### src/design/mf3x3_ram.sv
`default_nettype none

module mf3x3_ram #(
  parameter int DATA_W = 8,
  parameter int DEPTH  = 256,
  localparam int AW    = (DEPTH > 1) ? $clog2(DEPTH) : 1
) (
  input  wire logic              clk_i,
  input  wire logic              we_i,
  input  wire logic [AW-1:0]     waddr_i,
  input  wire logic [DATA_W-1:0] wdata_i,
  input  wire logic              re_i,
  input  wire logic [AW-1:0]     raddr_a_i,
  input  wire logic [AW-1:0]     raddr_b_i,
  output logic      [DATA_W-1:0] rdata_a_o,
  output logic      [DATA_W-1:0] rdata_b_o
);

  logic [DATA_W-1:0] mem_q [DEPTH];
  logic [DATA_W-1:0] rdata_a_q;
  logic [DATA_W-1:0] rdata_b_q;

  // A read of the address being written returns the new data.
  always_ff @(posedge clk_i) begin
    if (we_i) begin
      mem_q[waddr_i] <= wdata_i;
    end
    if (re_i) begin
      rdata_a_q <= (we_i && (waddr_i == raddr_a_i)) ? wdata_i : mem_q[raddr_a_i];
      rdata_b_q <= (we_i && (waddr_i == raddr_b_i)) ? wdata_i : mem_q[raddr_b_i];
    end
  end

  assign rdata_a_o = rdata_a_q;
  assign rdata_b_o = rdata_b_q;

endmodule

`default_nettype wire
### config.mk
export PLATFORM = sky130hd
export DESIGN_NAME = mf3x3_ram
export DESIGN_NICKNAME = d
export VERILOG_FILES = /design/src/design/mf3x3_ram.sv
export SDC_FILE = /design/constraint.sdc
export NUM_CORES = 2
export LEC_CHECK = 0
export BUFFER_PORTS_ARGS = -buffer_cell sky130_fd_sc_hd__buf_2
export CAP_MARGIN = 20
export CORE_MARGIN = 4
export CORE_UTILIZATION = 55
export DETAILED_ROUTE_END_ITERATION = 12
export GPL_ROUTABILITY_DRIVEN = 0
export PLACE_DENSITY = 0.76
export RECOVER_POWER = 100
export SKIP_LAST_GASP = 1
export SLEW_MARGIN = 20
export SYNTH_ARGS = -nofsm -noshare
export SYNTH_HDL_FRONTEND = slang
export SYNTH_SLANG_ARGS = --single-unit
### constraint.sdc
create_clock -name clk_i -period 5.1 [get_ports clk_i]
set_input_delay 1.02 -clock clk_i [delete_from_list [all_inputs] [get_ports clk_i]]
set_output_delay 1.02 -clock clk_i [all_outputs]
set_load 0.01 [all_outputs]
==> qor.yml <==
synth:
  synth_nets: 5562
  synth.yosys.warnings: 0
  yosys_most_used_dff: "edfxtp_1"
  ys_async_sr_fraction: 0
  synth_seq_cells: 2064
  synth_top_cell_by_area: "edfxtp_1"
  syn_inst: 5527
  yosysMostFrequentCell: "edfxtp_1"
  synth_edf_count: 2064
  yosys-top-cells-count: "edfxtp_1, mux4_2, mux2i_1"
  synth_top_area_frac: 0.639
  syn-cell-area_sq_mm: 0.0970
  syn_area_per_cell_sq_um: 17.6
  ys_seq_area_frac: 0.639
  synthTopCellsByArea: "edfxtp_1, mux4_2, mux2i_1"
  synthDistinctLibCells: 60
cells_and_area:
  syn_to_final_growth_pct: 10.1
  drive_above_1_share: 0.239
  final_area_sq_mm: 0.107
  nets: 5685
  utilization: 0.612
  final_cell_count_no_fill: 8155
global_route:
  grt.met2_usage: 0.477
  overflow: 0
  grt_pass1_wl_um: 429000
  grt.busiest_layer: "met2"
  grtUsageMet1: 0.416
  grtUsageTotal: 0.322
  grt_pass1_vias: 60300
  antenna_found_initial: 15
  use_met3: 0.116
  grt_start_max_net_pins: 155
min_path:
  hold_class: "in -> reg"
  holdPathStages: 1
sta:
  rsz0062_at_grt: "no"
  slew_headroom: -1.37
  hold_slack_ns: 0.794
  drv_slew: 1841
  finalHoldViolations: 0
  finalCriticalPeriod_ns: 4.59
  setup_viol: 0
  worst_slew_pin_slew_ns: 3.55
  max_freq_mhz: 218
  fin_crit_sh: 0.899
  clock_skew_ns: 0.0735
  timing.setup.tns_ns: 0
worst_setup_path:
  rr_worst_depth: 7
  path_cells: "buf_8 -> clkbuf_4 -> mux4_2 -> a22oi_1 -> a31oi_1 -> nor4_1 -> a21oi_1 -> buf_4"
  critPathLaunchType: "input pin"
  critPathArrivalTime_ns: 5.23
  slowest_stage: "clkbuf_4"
  path_class: "in -> reg"
  crit_fanout: 85
  slowest_delay_ns: 1.27
  end_kind: "flop"
  crit_required_ns: 5.74
floorplanning:
  dieWidth_um: 428
  die_h_um: 428
  io_pins: 51
  start_util: 0.556
  dieArea_sq_mm: 0.183
  core.rowCount: 153
  coreArea_sq_mm: 0.175
clock_tree:
  clockBufferDepth: 3
  ctsResizeCount: 0
  postCtsSetupBuffers: 0
  h-tree-depth: 4
  cts_buffers: 206
  cts_root_buffer: "clkbuf_16"
  clk_latency_ns: 0.89
  clk_pin_slew_worst_paths_ns: 0.06
  postCtsHoldBufs: 0
  cts_tree: "yes"
  numClockSinks: 2064
routing:
  vias: 60800
  routed_wl_um: 299000
  first_pass_iters: 8
  viasPerCell: 7.46
  ant_nets: 0
  drt_iter0_markers: 9988
  wl_per_cell_um: 36.7
  drc_errors: 0
place:
  io_buffers: 50
  postPlaceCellArea_sq_mm: 0.101
  dp_hpwl_um: 196000
  placed_cells: 7763
status:
  status: "finished with violations"
  violations: "max-capacitance violations, max-slew violations"
pwr:
  leakage_uw: 0.0337
  power.density_mw_per_mm2: 342
  ir_drop_v: 0.000311
flow_run:
  drv_cap: 29
## registers in the layout (all words and copies together) (netlist names)
register and count:
mem_q 2048, rdata_a_o 8, rdata_b_o 8
## report_power, final
part,internal [uW],switching (uW),total (uW)
combinational,1080,1930,3020
clock,8050,6700,14800
sequential,18800,49.2,18800
total,27900,8690,36600
## through the flow
stage / setup WS, ns / power [uW]
finish: 0.514 / 36600
global route: 0.432 / 37500
CTS: 1.13 / 36500
detailed placement: 0.213 / 22000
global placement: 0.129 / 22000
floorplan: 1.79 / 20900
## worst paths after layout
kind	startpoint	end	slack [ns]
max	raddr_a_i[0]	rdata_a_o[1]	0.51
min	wdata_i[3]	mem_q[205][3]	0.79
max reg2reg	mem_q[161][1]	rdata_a_o[1]	1.39
min reg2reg	mem_q[222][5]	rdata_b_o[5]	1.17
## placed cells by master, fill, tap and decap left out, drive strengths merged, types with 18 or more instances in the layout
cell,instances
a211oi,25
mux4,769
a221oi,116
nor3,58
clkinv,101
a31oi,36
edfxtp,2064
nand2,175
mux2,95
nor2b,42
mux2i,426
a22oi,196
or3,24
nand3,42
o31ai,18
nand4,42
a21oi,57
o221ai,42
nor2,368
o21ai,147
o22ai,130
nand2b,34
buf,201
clkbuf,426
## critical path, delay by kind of cell
family                 cells  cell delay [ns]
muxes                      1             0.65
buffers and inverters      3             1.76
and+or+nand+nor            1             0.99
AOI/OAI and AO/OA          3             0.70
## routing by layer
layer | up-vias | wire [um] | share of wire
li1 | 23600 | - | -
met1 | 30800 | 98100 | 0.33
met2 | 5384 | 134000 | 0.45
met3 | 1064 | 45600 | 0.15
met4 | 6 | 21000 | 0.070
met5 | - | 97 | 0.00032
## logic make-up (layout without fill, tap and decap cells)
family / count (synthesis) / count (layout) / share of synthesized area
flops: 2064 / 2064 / 0.639
mux: 1290 / 1290 / 0.233
compound gates: 856 / 856 / 0.0620
xor+xnor: 16 / 16 / 0.00144
buf+inv: 464 / 754 / 0.0254
simple gates: 837 / 837 / 0.0390
other cells: 0 / 13 / 0
## layout make-up
type | count | area, sq um
diodes | 13 | 32.5
clock buffers | 256 | 5340
clock inverters | 119 | 1170
fillers | 12300 | 67700
inverters | 7 | 26.3
multi-input cells | 2999 | 32600
flip-flops and latches | 2064 | 62000
well taps | 2325 | 2910
repair buffers | 372 | 2760
(Power assumes the default switching activity.)
